`config.mk`:
```
export PLATFORM = sky130hd
export DESIGN_NAME = command_packet_framer_flat
export DESIGN_NICKNAME = d
export VERILOG_FILES = /design/src/rtl/core/cpf_pkg.sv /design/src/rtl/core/cpf_if.sv /design/src/rtl/core/command_packet_framer.sv /design/src/rtl/core/cpf_frame_ctl.sv /design/src/flat_wrapper.sv
export SDC_FILE = /design/constraint.sdc
export NUM_CORES = 1
export LEC_CHECK = 0
export BUFFER_PORTS_ARGS = -buffer_cell sky130_fd_sc_hd__buf_2
export CORE_ASPECT_RATIO = 0.6
export CORE_UTILIZATION = 40
export DETAILED_ROUTE_END_ITERATION = 16
export SYNTH_ARGS = -nofsm -noshare
export SYNTH_HDL_FRONTEND = slang
export SYNTH_HIERARCHICAL = 1
export SYNTH_SLANG_ARGS = --single-unit
```
`constraint.sdc`:
```
create_clock -name clk -period 6.2 [get_ports clk]
set_input_delay 0.62 -clock clk [delete_from_list [all_inputs] [get_ports clk]]
set_output_delay 0.62 -clock clk [all_outputs]
set_load 0.02 [all_outputs]
```
`src/rtl/core/cpf_pkg.sv`:
```
// shared constants and types of the command packet framer
package cpf_pkg;

    localparam logic [7:0]  MAX_PAYLOAD = 8'd128;
    localparam logic [7:0]  SYNC_HI     = 8'hEF;
    localparam logic [7:0]  SYNC_LO     = 8'h01;
    localparam logic [31:0] ADDR_RESET  = 32'hFFFF_FFFF;
    localparam logic [7:0]  LEN_EXTRA   = 8'd2;

    typedef enum logic [3:0] {
        POS_SYNC_HI = 4'd0,
        POS_SYNC_LO = 4'd1,
        POS_ADDR_3  = 4'd2,
        POS_ADDR_2  = 4'd3,
        POS_ADDR_1  = 4'd4,
        POS_ADDR_0  = 4'd5,
        POS_TYPE    = 4'd6,
        POS_LEN_HI  = 4'd7,
        POS_LEN_LO  = 4'd8,
        POS_DATA    = 4'd9,
        POS_SUM_HI  = 4'd10,
        POS_SUM_LO  = 4'd11
    } pos_t;

    typedef struct packed {
        logic [7:0]  data;
        logic [7:0]  ptype;
        logic [15:0] len_total;
        logic [15:0] csum;
        logic        first;
        logic        last;
    } item_t;

endpackage

```
`src/rtl/core/cpf_if.sv`:
```
// word channels of the command packet framer
interface cpf_in_if;
    logic       valid;
    logic       ready;
    logic [7:0] payload_byte;
    logic [7:0] packet_type;
    logic [7:0] payload_len;

    modport source (output valid, output payload_byte, output packet_type,
                    output payload_len, input ready);
    modport sink (input valid, input payload_byte, input packet_type,
                  input payload_len, output ready);
endinterface

interface cpf_out_if;
    logic       valid;
    logic       ready;
    logic [7:0] out_byte;
    logic       frame_end;

    modport source (output valid, output out_byte, output frame_end, input ready);
    modport sink (input valid, input out_byte, input frame_end, output ready);
endinterface

interface cpf_cfg_if;
    logic        valid;
    logic        ready;
    logic [31:0] module_address;

    modport source (output valid, output module_address, input ready);
    modport sink (input valid, input module_address, output ready);
endinterface

```
`src/rtl/core/command_packet_framer.sv`:
```
// top level of the command packet framer
// Each accepted payload word is registered with its header, length and
// checksum fields, then sent out one byte per output word: ten words on a
// packet's first payload byte, one on a middle byte, three on the last byte
// and twelve for a one-byte packet, so a packet of N payload bytes takes
// N + 11 output words. The next input word is taken in the same cycle that
// the last output word of the current one is taken, so throughput is set by
// the single byte-wide output port. The module address register resets to
// all ones and the config port is always ready.
module command_packet_framer (
    input  logic clk,
    input  logic rst_n,
    cpf_in_if.sink    din,
    cpf_out_if.source dout,
    cpf_cfg_if.sink   cfg
);
    import cpf_pkg::*;

    logic [31:0] module_address_reg;
    item_t       item_reg;
    item_t       item_new;
    pos_t        pos_reg, pos_next;
    logic        active_reg, active_next;
    logic        accept;
    logic        at_end;
    pos_t        end_pos;

    cpf_frame_ctl u_frame_ctl (
        .clk          (clk),
        .rst_n        (rst_n),
        .accept       (accept),
        .payload_byte (din.payload_byte),
        .packet_type  (din.packet_type),
        .payload_len  (din.payload_len),
        .item         (item_new)
    );

    assign cfg.ready = 1'b1;

    always_ff @(posedge clk or negedge rst_n)
    begin
        if (!rst_n)
        begin
            module_address_reg <= ADDR_RESET;
        end
        else if (cfg.valid)
        begin
            module_address_reg <= cfg.module_address;
        end
    end

    always_comb
    begin
        end_pos  = item_reg.last ? POS_SUM_LO : POS_DATA;
        at_end   = (pos_reg == end_pos);
        din.ready = !active_reg || (dout.ready && at_end);
        accept   = din.valid && din.ready;

        pos_next    = pos_reg;
        active_next = active_reg;
        if (accept)
        begin
            active_next = 1'b1;
            pos_next    = item_new.first ? POS_SYNC_HI : POS_DATA;
        end
        else if (active_reg && dout.ready)
        begin
            if (at_end)
            begin
                active_next = 1'b0;
            end
            else
            begin
                pos_next = pos_t'(pos_reg + 4'd1);
            end
        end
    end

    always_ff @(posedge clk or negedge rst_n)
    begin
        if (!rst_n)
        begin
            pos_reg    <= POS_SYNC_HI;
            active_reg <= 1'b0;
        end
        else
        begin
            pos_reg    <= pos_next;
            active_reg <= active_next;
        end
    end

    always_ff @(posedge clk)
    begin
        if (accept)
        begin
            item_reg <= item_new;
        end
    end

    always_comb
    begin
        dout.valid     = active_reg;
        dout.frame_end = (pos_reg == POS_SUM_LO);
        case (pos_reg)
            POS_SYNC_HI: dout.out_byte = SYNC_HI;
            POS_SYNC_LO: dout.out_byte = SYNC_LO;
            POS_ADDR_3:  dout.out_byte = module_address_reg[31:24];
            POS_ADDR_2:  dout.out_byte = module_address_reg[23:16];
            POS_ADDR_1:  dout.out_byte = module_address_reg[15:8];
            POS_ADDR_0:  dout.out_byte = module_address_reg[7:0];
            POS_TYPE:    dout.out_byte = item_reg.ptype;
            POS_LEN_HI:  dout.out_byte = item_reg.len_total[15:8];
            POS_LEN_LO:  dout.out_byte = item_reg.len_total[7:0];
            POS_DATA:    dout.out_byte = item_reg.data;
            POS_SUM_HI:  dout.out_byte = item_reg.csum[15:8];
            POS_SUM_LO:  dout.out_byte = item_reg.csum[7:0];
            default:     dout.out_byte = 8'd0;
        endcase
    end

endmodule

```
`src/rtl/core/cpf_frame_ctl.sv`:
```
// packet position tracking and checksum accumulation
module cpf_frame_ctl (
    input  logic          clk,
    input  logic          rst_n,
    input  logic          accept,
    input  logic [7:0]    payload_byte,
    input  logic [7:0]    packet_type,
    input  logic [7:0]    payload_len,
    output cpf_pkg::item_t item
);
    import cpf_pkg::*;

    logic [7:0]  bytes_taken_reg, bytes_taken_next;
    logic [15:0] running_sum_reg, running_sum_next;
    logic [7:0]  held_length_reg, held_length_next;

    logic        first;
    logic [7:0]  len_sat;
    logic [7:0]  len_eff;
    logic [15:0] len_total;
    logic [15:0] sum_base;
    logic [15:0] sum_new;
    logic [7:0]  taken_new;
    logic        last;

    always_comb
    begin
        first = (bytes_taken_reg == 8'd0);
        if (payload_len == 8'd0)
        begin
            len_sat = 8'd1;
        end
        else if (payload_len > MAX_PAYLOAD)
        begin
            len_sat = MAX_PAYLOAD;
        end
        else
        begin
            len_sat = payload_len;
        end
        len_eff   = first ? len_sat : held_length_reg;
        len_total = {8'd0, len_eff} + {8'd0, LEN_EXTRA};
        sum_base  = first ? ({8'd0, packet_type} + {8'd0, len_total[15:8]}
                             + {8'd0, len_total[7:0]})
                          : running_sum_reg;
        sum_new   = sum_base + {8'd0, payload_byte};
        taken_new = (first ? 8'd0 : bytes_taken_reg) + 8'd1;
        last      = (taken_new >= len_eff);

        item.data      = payload_byte;
        item.ptype     = packet_type;
        item.len_total = len_total;
        item.csum      = sum_new;
        item.first     = first;
        item.last      = last;

        bytes_taken_next = bytes_taken_reg;
        running_sum_next = running_sum_reg;
        held_length_next = held_length_reg;
        if (accept)
        begin
            held_length_next = len_eff;
            bytes_taken_next = last ? 8'd0 : taken_new;
            running_sum_next = last ? 16'd0 : sum_new;
        end
    end

    always_ff @(posedge clk or negedge rst_n)
    begin
        if (!rst_n)
        begin
            bytes_taken_reg <= 8'd0;
            running_sum_reg <= 16'd0;
            held_length_reg <= 8'd0;
        end
        else
        begin
            bytes_taken_reg <= bytes_taken_next;
            running_sum_reg <= running_sum_next;
            held_length_reg <= held_length_next;
        end
    end

endmodule
```
`src/flat_wrapper.sv`:
```
// flat-port wrapper written by rule: the top's interface ports become plain ports
module command_packet_framer_flat import cpf_pkg::*;
  (clk, rst_n, din_valid, din_payload_byte, din_packet_type, din_payload_len, din_ready, dout_valid, dout_out_byte, dout_frame_end, dout_ready, cfg_valid, cfg_module_address, cfg_ready);
  cpf_in_if din_i ();
  cpf_out_if dout_i ();
  cpf_cfg_if cfg_i ();
  input  logic clk;
  input  logic rst_n;
  input wire logic [$bits(din_i.valid)-1:0] din_valid;
  input wire logic [$bits(din_i.payload_byte)-1:0] din_payload_byte;
  input wire logic [$bits(din_i.packet_type)-1:0] din_packet_type;
  input wire logic [$bits(din_i.payload_len)-1:0] din_payload_len;
  output wire logic [$bits(din_i.ready)-1:0] din_ready;
  output wire logic [$bits(dout_i.valid)-1:0] dout_valid;
  output wire logic [$bits(dout_i.out_byte)-1:0] dout_out_byte;
  output wire logic [$bits(dout_i.frame_end)-1:0] dout_frame_end;
  input wire logic [$bits(dout_i.ready)-1:0] dout_ready;
  input wire logic [$bits(cfg_i.valid)-1:0] cfg_valid;
  input wire logic [$bits(cfg_i.module_address)-1:0] cfg_module_address;
  output wire logic [$bits(cfg_i.ready)-1:0] cfg_ready;
  assign din_i.valid = din_valid;
  assign din_i.payload_byte = din_payload_byte;
  assign din_i.packet_type = din_packet_type;
  assign din_i.payload_len = din_payload_len;
  assign din_ready = din_i.ready;
  assign dout_valid = dout_i.valid;
  assign dout_out_byte = dout_i.out_byte;
  assign dout_frame_end = dout_i.frame_end;
  assign dout_i.ready = dout_ready;
  assign cfg_i.valid = cfg_valid;
  assign cfg_i.module_address = cfg_module_address;
  assign cfg_ready = cfg_i.ready;
  command_packet_framer u_core (.clk(clk), .rst_n(rst_n), .din(din_i), .dout(dout_i), .cfg(cfg_i));
endmodule
```
# Word level (Yosys, flattened, before mapping)
# Cells that the tools add are included.
[classes] reduce_logical=12 muxes=16 add_sub_neg=6 eq_ne=13 order_cmp=2
[ops] cell="$pmux W8 S12" count=1
[ops] cell="$mux W8" count=5
[ops] cell="$mux W16" count=2
[ops] cell="$add A16 B8 Y16" count=1
[ops] cell="$eq A4 B3 Y1 const B" count=4
[ops] cell="$eq A4 B4 Y1 const B" count=4
[ops] cell="$logic_not A8 Y1" count=2
[ops] cell="$mux W4" count=4
[ops] cell="$add A9 B8 Y10" count=1
[ops] cell="$add A8 B1 Y9" count=1
[ops] cell="$add A8 B2 Y9 const B" count=1
[ops] cell="$add A8 B1 Y8 const B" count=1
[ops] cell="$eq A4 B2 Y1 const B" count=2
[ops] cell="$ge A8 B8 Y1" count=1
[ops] cell="$gt A8 B8 Y1 const B" count=1
[ops] cell="$add A4 B1 Y4 const B" count=1
[ops] cell="$eq A4 B1 Y1 const B" count=1
[ops] cell="$eq A4 B4 Y1" count=1
[ops] cell="$logic_not A4 Y1" count=1
[ops] cell="$reduce_and A2 Y1" count=2
[ops] cell="$reduce_bool A2 Y1" count=2
[ops] cell="$logic_and A1 B1 Y1" count=3
[ops] cell="$mux W1" count=3
[ops] cell="$mux W2" count=1
[ops] cell="other kinds (3)" count=3
[word_totals] ff_bits=118 elab_cells=60

# Depth between registers and ports, before layout
# Gate-level depths: netlist (run 1).
[depth] depth_word=10 depth_mapped=24

# By module
# The synthesis (run 1) kept the hierarchy.
[by_module_without_submodules] module="command_packet_framer" area_per_inst_um2=3744.8 cells_per_inst=264 instances=1 seq_area_each_um2=2437.3
[by_module_without_submodules] module="cpf_frame_ctl" area_per_inst_um2=3006.6 cells_per_inst=362 instances=1 seq_area_each_um2=800.8

# Worst setup path before layout (run 1)
# OpenSTA, ideal clock, no wires.
[synth_path] path_kind="register to register" start="register u_core.u_frame_ctl.bytes_taken_reg[5]" end="register u_core.u_frame_ctl.running_sum_reg[15]" path_stages_with_launch=21 setup_ps=82 arrival_ps=4655 setup_slack_ps=1463 required_time_ps=6118 cell_sequence="dfrtp_1 > nor4_2 > nand3_2 > buf_2 > clkbuf_1 > a21oi_1 > inv_1 > ha_1 > ha_1 > nor2b_1 > o31a_1 > o31ai_1 > xnor2_1 > o21ai_0 > ha_1 > a211oi_1 > o211ai_1 > and2_1 > and3_4 > or3_1 > a31oi_1"
[synth_rtl] item="from (decl)" line="cpf_frame_ctl.sv:13" text="logic [7:0] bytes_taken_reg, bytes_taken_next;"
[synth_rtl] item="from (signal assigned)" line="cpf_frame_ctl.sv:78" text="bytes_taken_reg <= bytes_taken_next;"
[synth_rtl] item="to (signal assigned)" line="cpf_frame_ctl.sv:79" text="running_sum_reg <= running_sum_next;"
[synth_rtl] item="to (decl)" line="cpf_frame_ctl.sv:14" text="logic [15:0] running_sum_reg, running_sum_next;"

==> metrics.md, run 1 <==
| Metric | Value |
|---|---|
| Core ar. | `16350 um^2` |
| Antenna violations before repair | `0` |
| Worst VDD drop | `256.2 uV` |
| CP endpoint | `u_core/u_frame_ctl/running_sum_reg[15]` |
| Ant diodes | `0` |
| Vias in the first global route | `4878` |
| CP Cell Sequence | `nor4_2, nand3_2, inv_1, and4b_1, a31oi_1, nor2_1, nand4_1, fa_1, fa_1, nor2b_1, o31a_1, o31ai_1, xnor2_1, o21ai_0, ha_1, a211oi_1, o211ai_1, and2_1, and3_4, or3_1, a31oi_1` |
| DR iter-0 viols | `~630` |
| Reg2Reg Depth | `21` |
| Global-route wire length before repair | `27.53 mm` |
| Worst reg2reg path startpoint | `u_core/u_frame_ctl/bytes_taken_reg[5]` |
| DRC | `0` |
| Syn_area_per_cell | `10.79 um^2` |
| Clock sinks | `118` |
| CTS Hold Buffers Added | `0` |
| H-tree depth | `4` |
| Final Cycle Share | `between 80% and 90%` |
| Fin Setup TNS | `0 ns` |
| Post-synth top cells | `edfxtp_1 (49), a21oi_1 (38), dfrtp_1 (37), nand2_1 (37), nor2_1 (36)` |
| Die height | `~100 um` |
| Outcome | `finished, final reports clean` |
| Row count | `36` |
| Max-slew violations | `0` |
| Max-cap viol count | `0` |
| Setup Buffers After CTS | `0` |
| CTS clk-pin slew, worst paths | `0.06 ns` |
| Post-layout min period | `5.510 ns` |
| Num CTS Buffers | `17` |
| Post-Place Cells | `876` |
| Post-synthesis cell count | `between 600 and 700` |
| Total power per unit cell area | `587.2 nW/um^2` |
| Slew margin rel. | `between 30% and 40%` |
| Clk_skew | `between 0.01 and 0.015 ns` |
| Count leader, synth | `edfxtp_1` |
| CTS Buffer Depth | `2` |
| Total grt overflow | `0` |
| Critical Path Fanout Max | `21` |
| # IOs | `73` |
| # setup viols final | `0` |
| Area delta synth->final | `13.51%` |
| Reg2reg setup slack | `0.69 ns` |
| WS Path Type | `reg2reg` |
| Post-synth EDFFs | `49` |
| CP required | `between 6 and 7 ns` |
| Root Driver | `clkbuf_16` |
| GRT Overall Usage | `21.30%` |
| Highest Clock Rate | `181.5 MHz` |
| Async SR Flop Fraction | `58.47%` |
| Max incr delay on CP | `0.47 ns` |
| Area contributors post-synth | `edfxtp_1 (22%), dfrtp_1 (14%), dfstp_2 (12%)` |
| CTS tree | `yes` |
| Worst Hold Class | `in2async` |
| Starting density of the core | `between 40 and 50%` |
| RePlAce Congestion | `0.8593` |
| Synth warn | `6` |
| CP bufs+invs | `1` |
| WP depth | `21` |
| Final cell count without fillers | `908` |
| Final wirelength | `17.87 mm` |
| Cell Area, Synth | `6751 um^2` |
| Vias per Instance | `between 5 and 6` |
| Top FF cell, synth | `edfxtp_1` |
| Crit-path leading delay family | `simple AND/OR/NAND/NOR gates` |
| Clk Latency, worst-skew pair | `0.41 ns` |
| Setup crit start kind | `register` |
| Synth unique cells | `slightly below 70` |
| # port buffers | `71` |
| DR WL/cell | `19.68 um` |
| Detail Route Antenna Nets | `0` |
| HPWL after detailed placement | `around 13 mm` |
| Yosys reg bits | `118` |
| Die W | `169.7 um` |
| Critical Path Start | `u_core/u_frame_ctl/bytes_taken_reg[5]` |
| R2R Path End | `u_core/u_frame_ctl/running_sum_reg[15]` |
| Drt pass-1 iters | `8` |
| Area fraction of the dominant cell type after synthesis | `between 20% and 30%` |
| Arr. time, crit path | `5.84 ns` |
| RSZ-0062 raised after global routing | `no` |
| Slowest cell on the critical path | `fa_1` |
| Die ar. | `17420 um^2` |
| # nets final | `between 700 and 800` |
| Layout cells sized above 1 | `between 20% and 30%` |
| Crit. End Element | `register` |
| Largest register FFs | `49` |
| Slew @ Worst Pin | `1.025 ns` |
| Sequential-to-total area share from yosys stat | `47.96%` |
| Leakage | `3.096 nW` |
| Post-CTS sizing | `0` |
| Largest net degree at the start of global routing | `70` |
| Leading area contributor after synthesis | `edfxtp_1` |
| Routed vias | `5168` |
| Final Hold Viols | `0` |
worst reg2reg max path, cell delays in order, from the launching register on:
cell	delay [ns]
dfrtp_1	0.44
nor4_2	0.33
nand3_2	0.39
inv_1	0.17
and4b_1	0.20
a31oi_1	0.06
nor2_1	0.24
nand4_1	0.16
fa_1	0.47
fa_1	0.41
nor2b_1	0.18
o31a_1	0.20
o31ai_1	0.10
xnor2_1	0.13
o21ai_0	0.16
ha_1	0.30
a211oi_1	0.38
o211ai_1	0.15
and2_1	0.24
and3_4	0.21
or3_1	0.34
a31oi_1	0.17
per-stage QoR:
| step | power (mW) | hold WS [ns] | setup slack, ns | util [%] | instance area (um^2) |
|---|---|---|---|---|---|
| detailed placement | 3.482 | 0.4754 | 0.8048 | 43.36 | 7089 |
| global route | 4.791 | 0.4075 | 0.3355 | 46.87 | 7664 |
| global placement | 3.453 | 0.4654 | 0.9798 | 43.36 | 7089 |
| finish | 4.500 | 0.4204 | 0.6903 | 46.87 | 7664 |
| CTS | 4.455 | 0.4106 | 0.7880 | 46.87 | 7664 |
| floorplan | 2.883 | 0.3244 | 1.463 | - | 6774 |
how the worst min path moves through the flow:
stage               cells past startpoint                                endpoint                                   start  slack (ns)
global route                            1                     u_core/item_reg[41]                      din_packet_type[7]        0.41
floorplan                               0                       u_core/dout.valid                                   rst_n        0.32
global placement                        1  u_core/u_frame_ctl/running_sum_reg[15]  u_core/u_frame_ctl/running_sum_reg[15]        0.47
finish                                  2   u_core/u_frame_ctl/bytes_taken_reg[3]                                   rst_n        0.42
CTS                                     1                     u_core/item_reg[42]                     din_payload_byte[0]        0.41
detailed placement                      1  u_core/u_frame_ctl/running_sum_reg[15]  u_core/u_frame_ctl/running_sum_reg[15]        0.48
routing by layer:
metal | wire (um) | track usage (%)
met5 | 0 | 0
met4 | 142 | 6.237
met3 | 1398 | 5.643
met2 | 7266 | 28.31
met1 | 9060 | 33.06
power by group:
| part | switching [mW] | internal (mW) | total (mW) |
|---|---|---|---|
| registers | 0.161 | 1.06 | 1.23 |
| logic | 1.46 | 0.864 | 2.32 |
| clock network | 0.377 | 0.576 | 0.953 |
cell usage in the layout, fill, tap and decap left out, drive strengths merged, types with 7 or more instances in the layout:
| master | synthesis | routed |
|---|---|---|
| nor2b | 7 | 7 |
| a22o | 12 | 12 |
| conb | 2 | 8 |
| o22ai | 7 | 7 |
| a211oi | 7 | 7 |
| nor2 | 36 | 36 |
| ha | 30 | 30 |
| a21oi | 38 | 38 |
| inv | 26 | 29 |
| o21ai | 34 | 34 |
| xnor2 | 15 | 15 |
| dfstp | 32 | 32 |
| mux2i | 7 | 7 |
| nand2 | 37 | 37 |
| a22oi | 11 | 11 |
| nand2b | 7 | 7 |
| a31oi | 10 | 10 |
| clkbuf | 13 | 18 |
| nand3 | 22 | 22 |
| xor2 | 7 | 7 |
| edfxtp | 49 | 49 |
| dfrtp | 37 | 37 |
| buf | 47 | 76 |
| o2bb2ai | 8 | 8 |
| mux2 | 33 | 33 |
cell type report:
class,count,area (um^2)
clock buffer,18,450.4
clock inverter,14,123.9
fill,1497,8687
inverter,26,97.59
multi-input combinational,428,3075
sequential,118,3238
tap,228,285.3
timing repair buffer,76,392.9
logic make-up after synthesis:
group / count (synthesis) / share of synthesized area [%]
mux: 40 / 6.542
flops: 118 / 47.96
buf+inv: 86 / 6.857
compound gates: 183 / 18.62
other cells: 2 / 0.1112
fa+ha+maj: 33 / 6.449
simple gates: 142 / 10.60
xor+xnor: 22 / 2.854
Note: power is estimated with default switching activity, not from simulation.
==> run 2, diff against run 1 <==
MAX_ROUTING_LAYER = met4   (was default)
==> run 2 against run 1 <==
Global-route usage increased by 0.89 points. Critical path depth shrank 1. Critical path type unchanged. Die area unchanged. Cell count rose by 0.11%. Setup slack got worse by 0.039 ns. Clock power increased by 2%. Register-to-register slack worse by 0.04 ns. Clock skew barely moved. Combinational power is essentially flat. Via count up 1.4%. Sequential power is essentially flat.
==> metrics.md, run 2 (synthesis results as in run 1) <==
| Metric | Value |
|---|---|
| Outcome | `finished, final reports clean (unchanged)` |
| Row count | `36 (unchanged)` |
| RSZ-0062 raised after global routing | `no (unchanged)` |
| Slowest cell on the critical path | `mux2i_1 (was fa_1)` |
| WS Path Type | `reg2reg (unchanged)` |
| H-tree depth | `4 (unchanged)` |
| Core ar. | `16350 um^2 (unchanged)` |
| Worst reg2reg path startpoint | `u_core/u_frame_ctl/bytes_taken_reg[5] (unchanged)` |
| CTS Buffer Depth | `2 (unchanged)` |
| DR WL/cell | `19.68 um (about the same)` |
| Ant diodes | `0 (unchanged)` |
| DRC | `0 (unchanged)` |
| Layout cells sized above 1 | `26.87% (was 26.62%)` |
| Vias per Instance | `5.767 (was 5.692)` |
| Crit. End Element | `register (unchanged)` |
| Vias in the first global route | `4935 (was 4878)` |
| # IOs | `73 (unchanged)` |
| Total grt overflow | `0 (unchanged)` |
| # port buffers | `71 (unchanged)` |
| Num CTS Buffers | `17 (unchanged)` |
| CP endpoint | `u_core/u_frame_ctl/running_sum_reg[15] (unchanged)` |
| Global-route wire length before repair | `27.67 mm (was 27.53 mm)` |
| GRT Overall Usage | `22.19% (was 21.30%)` |
| Die ar. | `17420 um^2 (unchanged)` |
| Clk Latency, worst-skew pair | `0.42 ns (was 0.41 ns)` |
| Final Cycle Share | `89.49% (was 88.87%)` |
| Final wirelength | `17.89 mm (was 17.87 mm)` |
| Setup crit start kind | `register (unchanged)` |
| Max-cap viol count | `0 (unchanged)` |
| Reg2reg setup slack | `0.65 ns (was 0.69 ns)` |
| Final Hold Viols | `0 (unchanged)` |
| Detail Route Antenna Nets | `0 (unchanged)` |
| CP Cell Sequence | `nor4_2, nand3_2, inv_1, buf_4, mux2i_1, nor2_1, xnor2_1, ha_1, o21a_1, o31a_1, o31ai_1, xnor2_1, o21ai_0, ha_1, a211oi_1, o211ai_1, and2_1, and3_4, or3_1, a31oi_1 (was nor4_2, nand3_2, inv_1, and4b_1, a31oi_1, nor2_1, nand4_1, fa_1, fa_1, nor2b_1, o31a_1, o31ai_1, xnor2_1, o21ai_0, ha_1, a211oi_1, o211ai_1, and2_1, and3_4, or3_1, a31oi_1)` |
| RePlAce Congestion | `0.8835 (was 0.8593)` |
| Drt pass-1 iters | `5 (was 8)` |
| Leakage | `3.114 nW (was 3.096 nW)` |
| DR iter-0 viols | `524 (was 627)` |
| CP required | `6.53 ns (about the same)` |
| Most common cell after layout, fill and taps aside | `buf_2 (unchanged)` |
| # nets final | `762 (was 761)` |
| Fin Setup TNS | `0 ns (unchanged)` |
| Area delta synth->final | `13.75% (was 13.51%)` |
| Post-layout min period | `5.548 ns (was 5.510 ns)` |
| Total power per unit cell area | `587.4 nW/um^2 (was 587.2 nW/um^2)` |
| Starting density of the core | `41.29% (unchanged)` |
| Largest net degree at the start of global routing | `70 (unchanged)` |
| Worst VDD drop | `240.3 uV (was 256.2 uV)` |
| Routed vias | `5242 (was 5168)` |
| Max-slew violations | `0 (unchanged)` |
| Largest register FFs | `49 (unchanged)` |
| Worst Hold Class | `in2async (unchanged)` |
| Slew margin rel. | `34.01% (was 31.67%)` |
| Arr. time, crit path | `5.88 ns (was 5.84 ns)` |
| Max incr delay on CP | `0.47 ns (about the same)` |
| Die height | `102.6 um (unchanged)` |
| Reg2Reg Depth | `20 (was 21)` |
| Post-CTS sizing | `0 (unchanged)` |
| Critical Path Fanout Max | `21 (unchanged)` |
| R2R Path End | `u_core/u_frame_ctl/running_sum_reg[15] (unchanged)` |
| Slew @ Worst Pin | `0.9898 ns (was 1.025 ns)` |
| Final Util | `46.97% (was 46.87%)` |
| Antenna violations before repair | `0 (unchanged)` |
| Root Driver | `clkbuf_16 (unchanged)` |
| CTS clk-pin slew, worst paths | `0.06 ns (about the same)` |
| Die W | `169.7 um (unchanged)` |
| Highest Clock Rate | `180.2 MHz (was 181.5 MHz)` |
| # setup viols final | `0 (unchanged)` |
| HPWL after detailed placement | `12.45 mm (was 12.50 mm)` |
| Critical Path Start | `u_core/u_frame_ctl/bytes_taken_reg[5] (unchanged)` |
| Commonest cells after routing, fill and taps aside | `buf_2 (71), edfxtp_1 (49), a21oi_1 (38) (unchanged)` |
| Clk_skew | `0.01164 ns (was 0.01156 ns)` |
| Setup Buffers After CTS | `0 (unchanged)` |
| CTS tree | `yes (unchanged)` |
| Fin Hold WS | `0.4125 ns (was 0.4204 ns)` |
| Clock sinks | `118 (unchanged)` |
| CTS Hold Buffers Added | `0 (unchanged)` |
run 2: changes by cell type in the layout (fill, tap and decap cells not counted), sizes merged:
cell / change
clkinv: -3
clkbuf: +1
bufinv: -1
inv: +5
clkinvlp: -2
buf: +1
run 2: layer usage:
| metal | vias up | wire, um | GRT usage (%) |
|---|---|---|---|
| met5 | - | 0 | - |
| met4 | 0 | 195 | 7.554 |
| met3 | 21 | 1400 | 4.798 |
| met2 | 235 | 7351 | 28.78 |
| met1 | 2586 | 8940 | 33.32 |
| li1 | 2400 | - | - |
run 2: metrics by stage:
stage / total power [mW] / instances / area [um^2] / worst slack (ns)
2_1_floorplan: 2.883 / 632 / 6774 / 1.463
3_3_place_gp: 3.460 / 877 / 7097 / 0.9820
3_5_place_dp: 3.481 / 877 / 7097 / 0.7801
4_1_cts: 4.478 / 909 / 7680 / 0.7360
5_1_grt: 4.806 / 909 / 7680 / 0.3198
6_report: 4.511 / 909 / 7680 / 0.6517
run 2: cell type report:
cell class | instances | area (um^2)
clock buffers | 19 | 475.5
clock inverters | 13 | 107.6
fillers | 1509 | 8671
inverters | 26 | 97.59
multi-input cells | 428 | 3075
flip-flops and latches | 118 | 3238
well taps | 228 | 285.3
repair buffers | 77 | 400.4
run 2: how the worst min path moves through the flow:
stage	endpoint	startpoint	cells past startpoint	slack, ns
after floorplan	u_core/dout.valid	rst_n	0	0.32
after global placement	u_core/u_frame_ctl/running_sum_reg[15]	u_core/u_frame_ctl/running_sum_reg[15]	1	0.47
after detailed placement	u_core/u_frame_ctl/running_sum_reg[15]	u_core/u_frame_ctl/running_sum_reg[15]	1	0.48
after CTS	u_core/item_reg[34]	din_packet_type[0]	1	0.41
after global routing	u_core/item_reg[34]	din_packet_type[0]	1	0.41
final	u_core/u_frame_ctl/bytes_taken_reg[3]	rst_n	2	0.41
run 2: where the power goes:
part,switching (mW),internal (mW),total (mW)
combinational,1.48,0.866,2.34
clock,0.399,0.570,0.968
sequential,0.135,1.06,1.20
total,2.01,2.50,4.51
run 2: critical path, delay by kind of cell, from the launching register on:
family	cells	cell delay [ns]
simple gates	6	1.59
compound gates	7	1.36
fa+ha+maj	2	0.69
mux	1	0.47
buf+inv	2	0.46
xor+xnor	2	0.45
flops	1	0.44
